`src/design/lwbc_ram.sv`:
```
`default_nettype none
module lwbc_ram #(
    parameter int WIDTH = 8,
    parameter int DEPTH = 16,
    localparam int AW = (DEPTH > 1) ? $clog2(DEPTH) : 1
) (
    input  wire logic             aclk,
    input  wire logic             we,
    input  wire logic [AW-1:0]    waddr,
    input  wire logic [WIDTH-1:0] wdata,
    input  wire logic [AW-1:0]    raddr,
    output logic      [WIDTH-1:0] rdata
);

    logic [WIDTH-1:0] mem [DEPTH];

    always_ff @(posedge aclk) begin
        if (we) begin
            mem[waddr] <= wdata;
        end
        rdata <= mem[raddr];
    end

endmodule
`default_nettype wire

```
`config.mk`:
```
export PLATFORM = sky130hd
export DESIGN_NAME = lwbc_ram
export DESIGN_NICKNAME = d
export VERILOG_FILES = /design/src/design/lwbc_ram.sv
export SDC_FILE = /design/constraint.sdc
export NUM_CORES = 1
export LEC_CHECK = 0
export ABC_CLOCK_PERIOD_IN_PS = 1500
export BUFFER_PORTS_ARGS = -buffer_cell sky130_fd_sc_hd__buf_4
export CAP_MARGIN = 20
export CORE_AREA = 2 2 147 149
export DETAILED_ROUTE_END_ITERATION = 8
export DIE_AREA = 0 0 149 151
export SLEW_MARGIN = 40
export SYNTH_ARGS = -nofsm -noshare
export SYNTH_HDL_FRONTEND = slang
export SYNTH_SLANG_ARGS = --single-unit
```
`constraint.sdc`:
```
create_clock -name aclk -period 1.5 [get_ports aclk]
set_input_delay 0 -clock aclk [delete_from_list [all_inputs] [get_ports aclk]]
set_output_delay 0 -clock aclk [all_outputs]
set_load 0.1 [all_outputs]
```
Word level (Yosys, flattened, before mapping):

Memory sizes are Yosys's and may differ from the RTL's. A register that Yosys moved wholly into a read port is not among the register bits.
Cells that the tools add are included.
W data, S select, Z words.

* logic and storage cells: 3
* bits of input ports: 18
* memories kept: 1
* output and inout bits: 8
* RAM bits: 128
* flip-flop bits (word level): 0

Memories
* mem: depth 16, bits a word 8, read ports 1, clocked after Yosys merged registers in 1, write ports 1, line 15 `logic [WIDTH-1:0] mem [DEPTH];`

* multiplexer cells: 2

Operators by type and width (count)
* $mux W1: 2

Depth between registers and ports, before layout:

Gate-level depths: netlist (run 1).

* word-level depth: 2
* mapped depth: 5
* depth with buffers taken out: 3

Worst setup path before layout (run 1):

No wires, ideal clock.

* path kind: input-to-reg
* start: in waddr[2]
* end: mem mem[0][0], enable pin
* stages on the path: 2
* data arrival time: 1110 ps
* path buffers: 0
* library setup time: 383 ps
* data required time: 1117 ps
* setup slack: 7 ps
* cells stage by stage: or3b_2 nor3_1

RTL lines
* start: declaration: line 9 `input wire logic [AW-1:0] waddr,`
* end: declaration: line 15

No word-level cell before the write port.

==> results of run 1 <==
==> report_power, final <==
part           switching (mW)  internal, mW
clock                    1.50          2.98
combinational           0.419         0.229
sequential             0.0334          4.25
total                    1.95          7.46
==> cells in the mapped netlist (2+ instances only) <==
cell / count / area share [%]
nor2_1: 13 / 0.95
nor3_1: 4 / 0.39
dfxtp_1: 8 / 3.1
clkdlybuf4s25_2: 3 / 0.58
nand2_1: 9 / 0.66
buf_2: 3 / 0.29
edfxtp_1: 128 / 75
nand3b_1: 2 / 0.29
mux4_1: 14 / 7.1
a22oi_1: 16 / 2.3
nand2b_1: 2 / 0.24
buf_6: 3 / 0.66
mux4_2: 18 / 7.9
==> cells by family after synthesis <==
kind of cell / after synthesis
AO/OA/AOI/OAI: 16
buffers and inverters: 10
flip-flops: 136
multiplexers: 32
AND/OR/NAND/NOR: 35
==> worst min-delay path by stage <==
stage,from,endpoint,depth (start not counted)
after floorplan,wdata[0],mem[0][0],0
after global placement,wdata[2],mem[0][2],1
after detailed placement,wdata[2],mem[2][2],1
after CTS,waddr[0],mem[0][2],3
after global routing,waddr[0],mem[0][2],3
final,waddr[0],mem[0][2],3
==> worst min-delay path, cell delays in order <==
cell,delay (ps)
buf_4,120
nor3_1,60
buf_4,140
==> what timing repair did <==
action | in CTS | in global routing
endpoints found under the hold margin | 128 | 0
gates resized for setup | 0 | 1
setup endpoints to repair | 0 | 1
hold buffers | 8 | 0
==> cell type report <==
type	count	share of cell area, %
Tap cell	275	5.21
Multi-Input combinational cell	83	16.1
Clock buffer	19	6.71
Timing Repair Buffer	65	8.27
Sequential cell	136	60.7
Clock inverter	13	3.05
==> registers in the layout, summed over array words and instances, names as in the netlist <==
| name | count |
|---|---|
| mem | 128 |
| rdata | 8 |
==> layer usage <==
| metal | share of wire [%] | vias to the layer above | wire (um) | global-route usage, % |
|---|---|---|---|---|
| li1 | - | 1121 | - | - |
| met1 | 48 | 1342 | 5140 | 13.7 |
| met2 | 47 | 66 | 5000 | 15.7 |
| met3 | 4.5 | 14 | 480 | 3.22 |
| met4 | 1.3 | 0 | 137 | 4.10 |
| met5 | 0 | - | 0 | 0 |
==> metrics by stage <==
step / instances / cell area [sq um] / power [mW] / TNS, ps
2_1_floorplan: 229 / 5150 / 4.75 / 0
3_3_place_gp: 551 / 5870 / 4.99 / -89.6
3_5_place_dp: 551 / 5870 / 5.00 / -65.3
4_1_cts: 591 / 6600 / 9.50 / 0
5_1_grt: 591 / 6600 / 9.71 / 0
6_report: 591 / 6600 / 9.41 / 0
==> impl_metrics.json, run 1 <==
{
  "nNetsFinal": 321,
  "multi_input_area_sq_um": 1060,
  "ys.flop_type": "edfxtp_1",
  "drc": 0,
  "cp-startpoint": "mem[9][3]",
  "dp_hpwl_um": 7340,
  "holdWs_ps": 81.8,
  "vias": 2543,
  "vias_per_cell": 4.30,
  "yosys.area_share.simple_pct": 3.18,
  "cp_max_fo": 1,
  "final.setup.worst_slack_ps": 98.9,
  "drive_above_1_share_pct": 33.9,
  "layout_common_cells": "edfxtp_1, buf_4, mux4_2",
  "synth_area_sq_um": 5150,
  "rows": 53,
  "arrival_ps": 1690,
  "fmax_ghz": 0.714,
  "final_common_cell": "edfxtp_1",
  "rrSetupSlack_ps": 100,
  "post-route-util_pct": 31.7,
  "io_pins": 26,
  "grt_max_degree": 17,
  "tightest_slew_ps": 393,
  "drtIter0Drc": 174,
  "die_x_um": 149,
  "cap_violations": 0,
  "syn_area_per_cell_sq_um": 22.5,
  "grt.total_usage_pct": 10.3,
  "r2r-start": "mem[9][3]",
  "gr-total-overflow": 0,
  "firstDrtPassIters": 4,
  "synth_edf_count": 128,
  "synth_xor_area_share_pct": 0,
  "antenna_found_initial": 0,
  "areaGrowthSynthToFinish_pct": 28.2,
  "die_h_um": 151,
  "crit_type": "flip-flop to flip-flop",
  "synth_warnings": 0,
  "hold_class": "input port to flip-flop",
  "numCtsBuffers": 17,
  "clock_latency_ps": 410,
  "syn_nets": 247,
  "max_stage_delay_ps": 520,
  "async_flop_share_pct": 0,
  "cts_sinks": 136,
  "min_period_over_period_pct": 93.4,
  "synth.ff_latch_count": 136,
  "peakVddDrop_mv": 1.03,
  "dieArea_sq_um": 22500,
  "htreeDepth": 4,
  "n_fill_cell": 2026,
  "cp_data_required_time_ps": 1790,
  "status": "finished clean",
  "wl_um": 10800,
  "diodes": 0,
  "synthAdderAreaFrac_pct": 0,
  "seq_area_sq_um": 4000,
  "critical-path-top-delay-family": "multiplexers",
  "coreArea_sq_um": 20800,
  "clk_pin_slew_ps": 60,
  "synth_compound_area_share_pct": 2.33,
  "grt_pass1_wl_um": 16300,
  "cts_tree": "done",
  "start_util_pct": 24.7,
  "fin_worst_skew_ps": 5.78,
  "root_buffer": "clkbuf_16",
  "synth_cells": 229,
  "grt_pass1_vias": 2704,
  "crit_slowest_cell": "mux4_1",
  "yosysUniqueCellTypes": 19,
  "cts_setup_buffers": 0,
  "reg2regPathDepth": 3,
  "gp_congestion": 0.730,
  "final-hold-violation-count": 0,
  "rsz0062_at_grt": "false",
  "synth_top_family_by_area": "multiplexers",
  "port_buffers": 25,
  "fin_crit_ps": 1400,
  "ctsLongestPathBuffers": 2,
  "synth-seq-area-share_pct": 77.8,
  "path_buf_inv": 0,
  "routedWlPerCell_um": 18.2,
  "cp_cell_sequence": "mux4_1, a22oi_1, nand2_1",
  "critPathCaptureType": "flip-flop",
  "maxSlewHeadroom_pct": 73.8,
  "p_per_area_nw_per_um2": 1430,
  "crit_cells": 3,
  "start_kind": "flip-flop",
  "muxShareOfSynthArea_pct": 15.0,
  "r2r_end": "rdata[3]",
  "place_ws_ps": -48.4,
  "setup.worst_path.end": "rdata[3]",
  "ant_nets": 0,
  "setup_viol": 0,
  "slew_violations": 0,
  "p_leak_nw": 2.24
}
(Power assumes the default switching activity.)
==> inputs of run 2 (changes only) <==
--- a/config.mk
+++ b/config.mk
@@ -5,7 +5,7 @@
 export SDC_FILE = /design/constraint.sdc
 export NUM_CORES = 1
 export LEC_CHECK = 0
-export ABC_CLOCK_PERIOD_IN_PS = 1500
+export ABC_CLOCK_PERIOD_IN_PS = 1800
 export BUFFER_PORTS_ARGS = -buffer_cell sky130_fd_sc_hd__buf_4
 export CAP_MARGIN = 20
 export CORE_AREA = 2 2 147 149
==> constraint.sdc (replaced) <==
create_clock -name aclk -period 1.8 [get_ports aclk]
set_input_delay 0 -clock aclk [delete_from_list [all_inputs] [get_ports aclk]]
set_output_delay 0 -clock aclk [all_outputs]
set_load 0.1 [all_outputs]
==> impl_metrics.json, run 2 (same netlist as run 1, synthesis figures left out) <==
{
  "finalPower_mw": 7.49,
  "critPathCaptureType": "flip-flop",
  "p_leak_nw": 2.15,
  "cap_violations": 0,
  "cp_data_required_time_ps": 2090,
  "layout.cells.non_filler": 579,
  "drtIter0Drc": 191,
  "crit_slowest_cell": "mux4_1",
  "grt.total_usage_pct": 10.1,
  "die_h_um": 151,
  "grt_max_degree": 33,
  "root_buffer": "clkbuf_16",
  "fin_crit_ps": 1380,
  "clock_latency_ps": 410,
  "top_regs": "mem x128, rdata x8",
  "nNetsFinal": 309,
  "setup_viol": 0,
  "dieArea_sq_um": 22500,
  "status": "finished clean",
  "regMostFlops": "mem",
  "cp_cell_sequence": "mux4_1, a22oi_1, nand2_1",
  "fmax_ghz": 0.725,
  "gp_congestion": 0.717,
  "maxSlewHeadroom_pct": 56.8,
  "drc": 0,
  "vias_per_cell": 4.25,
  "cts_tree": "done",
  "arrival_ps": 1670,
  "ant_nets": 0,
  "largest_reg_flops": 128,
  "max_stage_delay_ps": 490,
  "htreeDepth": 4,
  "cts_resized": 0,
  "drive_above_1_share_pct": 30.9,
  "io_pins": 26,
  "peakVddDrop_mv": 0.608,
  "antenna_found_initial": 0,
  "wl_um": 10400,
  "slew_violations": 0,
  "coreArea_sq_um": 20800,
  "gr-total-overflow": 0,
  "rows": 53,
  "fin_worst_skew_ps": 6.78,
  "diodes": 0,
  "start_util_pct": 24.7,
  "firstDrtPassIters": 4,
  "grt_pass1_vias": 2609,
  "areaGrowthSynthToFinish_pct": 24.9,
  "tightest_slew_ps": 646,
  "hold_class": "input port to flip-flop",
  "grt_pass1_wl_um": 15900,
  "dp.cells": 539,
  "clk_pin_slew_ps": 60,
  "min_period_over_period_pct": 76.6,
  "layout_common_cells": "edfxtp_1, buf_4, mux4_2",
  "numCtsBuffers": 17,
  "start_kind": "flip-flop",
  "post-route-util_pct": 30.9,
  "dp_hpwl_um": 6900,
  "vias": 2458,
  "routedWlPerCell_um": 17.9,
  "final-hold-violation-count": 0,
  "p_per_area_nw_per_um2": 1160,
  "final_common_cell": "edfxtp_1",
  "ctsLongestPathBuffers": 2,
  "die_x_um": 149,
  "final.setup.tns_ps": 0,
  "cp_max_fo": 1,
  "crit_type": "flip-flop to flip-flop",
  "port_buffers": 25,
  "cts_sinks": 136,
  "rsz0062_at_grt": "false",
  "holdWs_ps": 96.8
}
run 2: what timing repair did:
item	in CTS	in global routing
setup endpoints to repair	0	0
endpoints found under the hold margin	128	0
hold buffers	8	0
buffers inserted	0	0
run 2: path summary, 6_finish.rpt:
path | startpoint | to | slack, ps | depth (start not counted)
max | mem[2][3] | rdata[3] | 420 | 3
min reg2reg | mem[12][7] | rdata[7] | 670 | 3
min | raddr[2] | rdata[1] | 100 | 4
max reg2reg | mem[2][3] | rdata[3] | 420 | 3
run 2: cell type report:
type | count | area [sq um]
clock buffers | 24 | 502
clock inverters | 8 | 92.6
fillers | 2031 | 14400
multi-input cells | 83 | 1060
flip-flops and latches | 136 | 4000
well taps | 275 | 344
repair buffers | 53 | 430
run 2: power breakdown:
part	internal (mW)	switching, mW
logic	0.176	0.342
clock network	2.21	1.19
registers	3.54	0.0259
run 2: metal layers:
| metal | GRT usage, % | wire length, um | up-vias |
|---|---|---|---|
| li1 | - | - | 1098 |
| met1 | 13.6 | 4980 | 1276 |
| met3 | 3.16 | 479 | 17 |
| met4 | 4.67 | 174 | 0 |
| met2 | 14.9 | 4740 | 67 |
| met5 | 0 | 0 | - |
run 2: worst max-delay path: cells and delay by family, from the launching register on:
kind	cells	cell delay [ps]
AOI/OAI and AO/OA	1	300
DFF	1	370
muxes	1	490
and+or+nand+nor	1	100
run 2: through the flow:
| step | setup slack (ps) | area (sq um) |
|---|---|---|
| floorplan | 307 | 5150 |
| global placement | 284 | 5760 |
| detailed placement | 273 | 5760 |
| CTS | 434 | 6430 |
| global route | 334 | 6430 |
| finish | 421 | 6430 |
==> inputs of run 3 (changes only) <==
--- a/config.mk
+++ b/config.mk
@@ -5,7 +5,7 @@
 export SDC_FILE = /design/constraint.sdc
 export NUM_CORES = 1
 export LEC_CHECK = 0
-export ABC_CLOCK_PERIOD_IN_PS = 1800
+export ABC_CLOCK_PERIOD_IN_PS = 1190
 export BUFFER_PORTS_ARGS = -buffer_cell sky130_fd_sc_hd__buf_4
 export CAP_MARGIN = 20
 export CORE_AREA = 2 2 147 149
==> constraint.sdc (replaced) <==
create_clock -name aclk -period 1.19 [get_ports aclk]
set_input_delay 0 -clock aclk [delete_from_list [all_inputs] [get_ports aclk]]
set_output_delay 0 -clock aclk [all_outputs]
set_load 0.1 [all_outputs]
==> impl_metrics.json, run 3 (same netlist as run 1, synthesis figures left out) <==
{
  "gr-total-overflow": 0,
  "rsz0062_at_grt": "true",
  "peakVddDrop_mv": 1.12,
  "grt_max_degree": 17,
  "rows": 53,
  "final.setup.tns_ps": -796,
  "critPathCaptureType": "flip-flop",
  "dieArea_sq_um": 22500,
  "use_met3_pct": 2.83,
  "grt.total_usage_pct": 10.2,
  "cp_data_required_time_ps": 1490,
  "r2r-start": "mem[10][4]",
  "final_common_cell": "edfxtp_1",
  "ant_nets": 0,
  "p_leak_nw": 2.18,
  "gr-usage-met1_pct": 14.5,
  "cts_tree": "done",
  "grt_pass1_wl_um": 16300,
  "routedWlPerCell_um": 17.7,
  "maxSlewHeadroom_pct": 47.4,
  "hold_path_depth": 3,
  "clock_latency_ps": 420,
  "drc": 0,
  "r2r_end": "rdata[4]",
  "slew_violations": 0,
  "cts_setup_buffers": 0,
  "status": "finished with violations",
  "violations": "negative setup slack",
  "drtIter0Drc": 214,
  "arrival_ps": 1620,
  "tightest_slew_ps": 788,
  "crit_type": "flip-flop to flip-flop",
  "min_to": "mem[4][3]",
  "antenna_found_initial": 0,
  "layout_common_cells": "edfxtp_1, buf_4, mux4_2",
  "diodes": 0,
  "top_regs": "mem x128, rdata x8",
  "htreeDepth": 4,
  "firstDrtPassIters": 4,
  "port_buffers": 25,
  "min_period_over_period_pct": 111,
  "reg2regPathDepth": 3,
  "vias_per_cell": 4.14,
  "clk_pin_slew_ps": 60,
  "drive_above_1_share_pct": 41.8,
  "cts_sinks": 136,
  "dp_hpwl_um": 6970,
  "io_pins": 26,
  "die_h_um": 151,
  "p_per_area_nw_per_um2": 1720,
  "vias": 2456,
  "busiest_layer": "met2",
  "grt_pass1_vias": 2718,
  "wl_um": 10500,
  "regMostFlops": "mem",
  "numCtsBuffers": 17,
  "cap_violations": 0,
  "gp_congestion": 0.748,
  "die_x_um": 149,
  "ctsLongestPathBuffers": 2,
  "start_kind": "flip-flop",
  "rrSetupSlack_ps": -130,
  "fin_crit_ps": 1320,
  "start_util_pct": 24.7,
  "final-hold-violation-count": 0,
  "cp-startpoint": "mem[10][4]",
  "fmax_ghz": 0.759,
  "final.setup.worst_slack_ps": -128,
  "worstHoldStart": "waddr[1]",
  "fin_worst_skew_ps": 5.91,
  "grt_use_met2_pct": 14.7,
  "hold_class": "input port to flip-flop",
  "cp_max_fo": 1,
  "root_buffer": "clkbuf_16",
  "nNetsFinal": 323,
  "post-route-util_pct": 31.5,
  "coreArea_sq_um": 20800,
  "largest_reg_flops": 128,
  "setup_viol": 8,
  "areaGrowthSynthToFinish_pct": 27.6
}
-- run 3: final cells by class --
cell class                 count  area (sq um)
clock inverter                15           153
sequential                   136          4000
multi-input combinational     83          1070
tap                          275           344
clock buffer                  17           425
fill                        2043         14300
timing repair buffer          67           573
-- run 3: repair_timing --
action | in CTS | in global routing
resized for setup | 18 | 2
hold buffers | 8 | 0
endpoints found under the hold margin | 128 | 0
pin swaps | 10 | 2
endpoints found under the setup margin | 8 | 8
-- run 3: report_power, final --
group / internal [mW] / leakage [nW] / switching, mW
clock network: 2.95 / 0.284 / 2.11
registers: 5.35 / 1.22 / 0.0388
logic: 0.316 / 0.675 / 0.546
-- run 3: how the worst max path moves through the flow --
| stage | to | slack [ps] | cells after the start |
|---|---|---|---|
| 2_1_floorplan | mem[3][0] | -80 | 2 |
| 3_3_place_gp | rdata[5] | -240 | 6 |
| 3_5_place_dp | rdata[2] | -240 | 5 |
| 4_1_cts | rdata[0] | -110 | 3 |
| 5_1_grt | rdata[2] | -160 | 3 |
| 6_report | rdata[4] | -130 | 3 |
-- run 3: through the flow --
stage | cells | power [mW] | hold WS [ps] | setup slack, ps | cell area, sq um
floorplan | 229 | 5.98 | 98.9 | -76.1 | 5160
global placement | 553 | 6.30 | 300 | -235 | 5910
detailed placement | 553 | 6.32 | 317 | -243 | 5910
CTS | 593 | 11.4 | 84.1 | -108 | 6570
global route | 593 | 11.7 | 96.9 | -164 | 6570
finish | 593 | 11.3 | 98.4 | -128 | 6570
-- run 3: critical path, stage by stage (launching register included) --
cell and delay, ps:
edfxtp_1 380, mux4_2 480, a22oi_2 250, nand2_1 80
-- run 3: per-layer routing --
metal  up-vias  wire length (um)  part of all wire, %
met5         -                 0                    0
met4         0               132                  1.3
met3        11               580                  5.5
met2        64              4790                   46
met1      1262              5010                   48
li1       1119                 -                    -
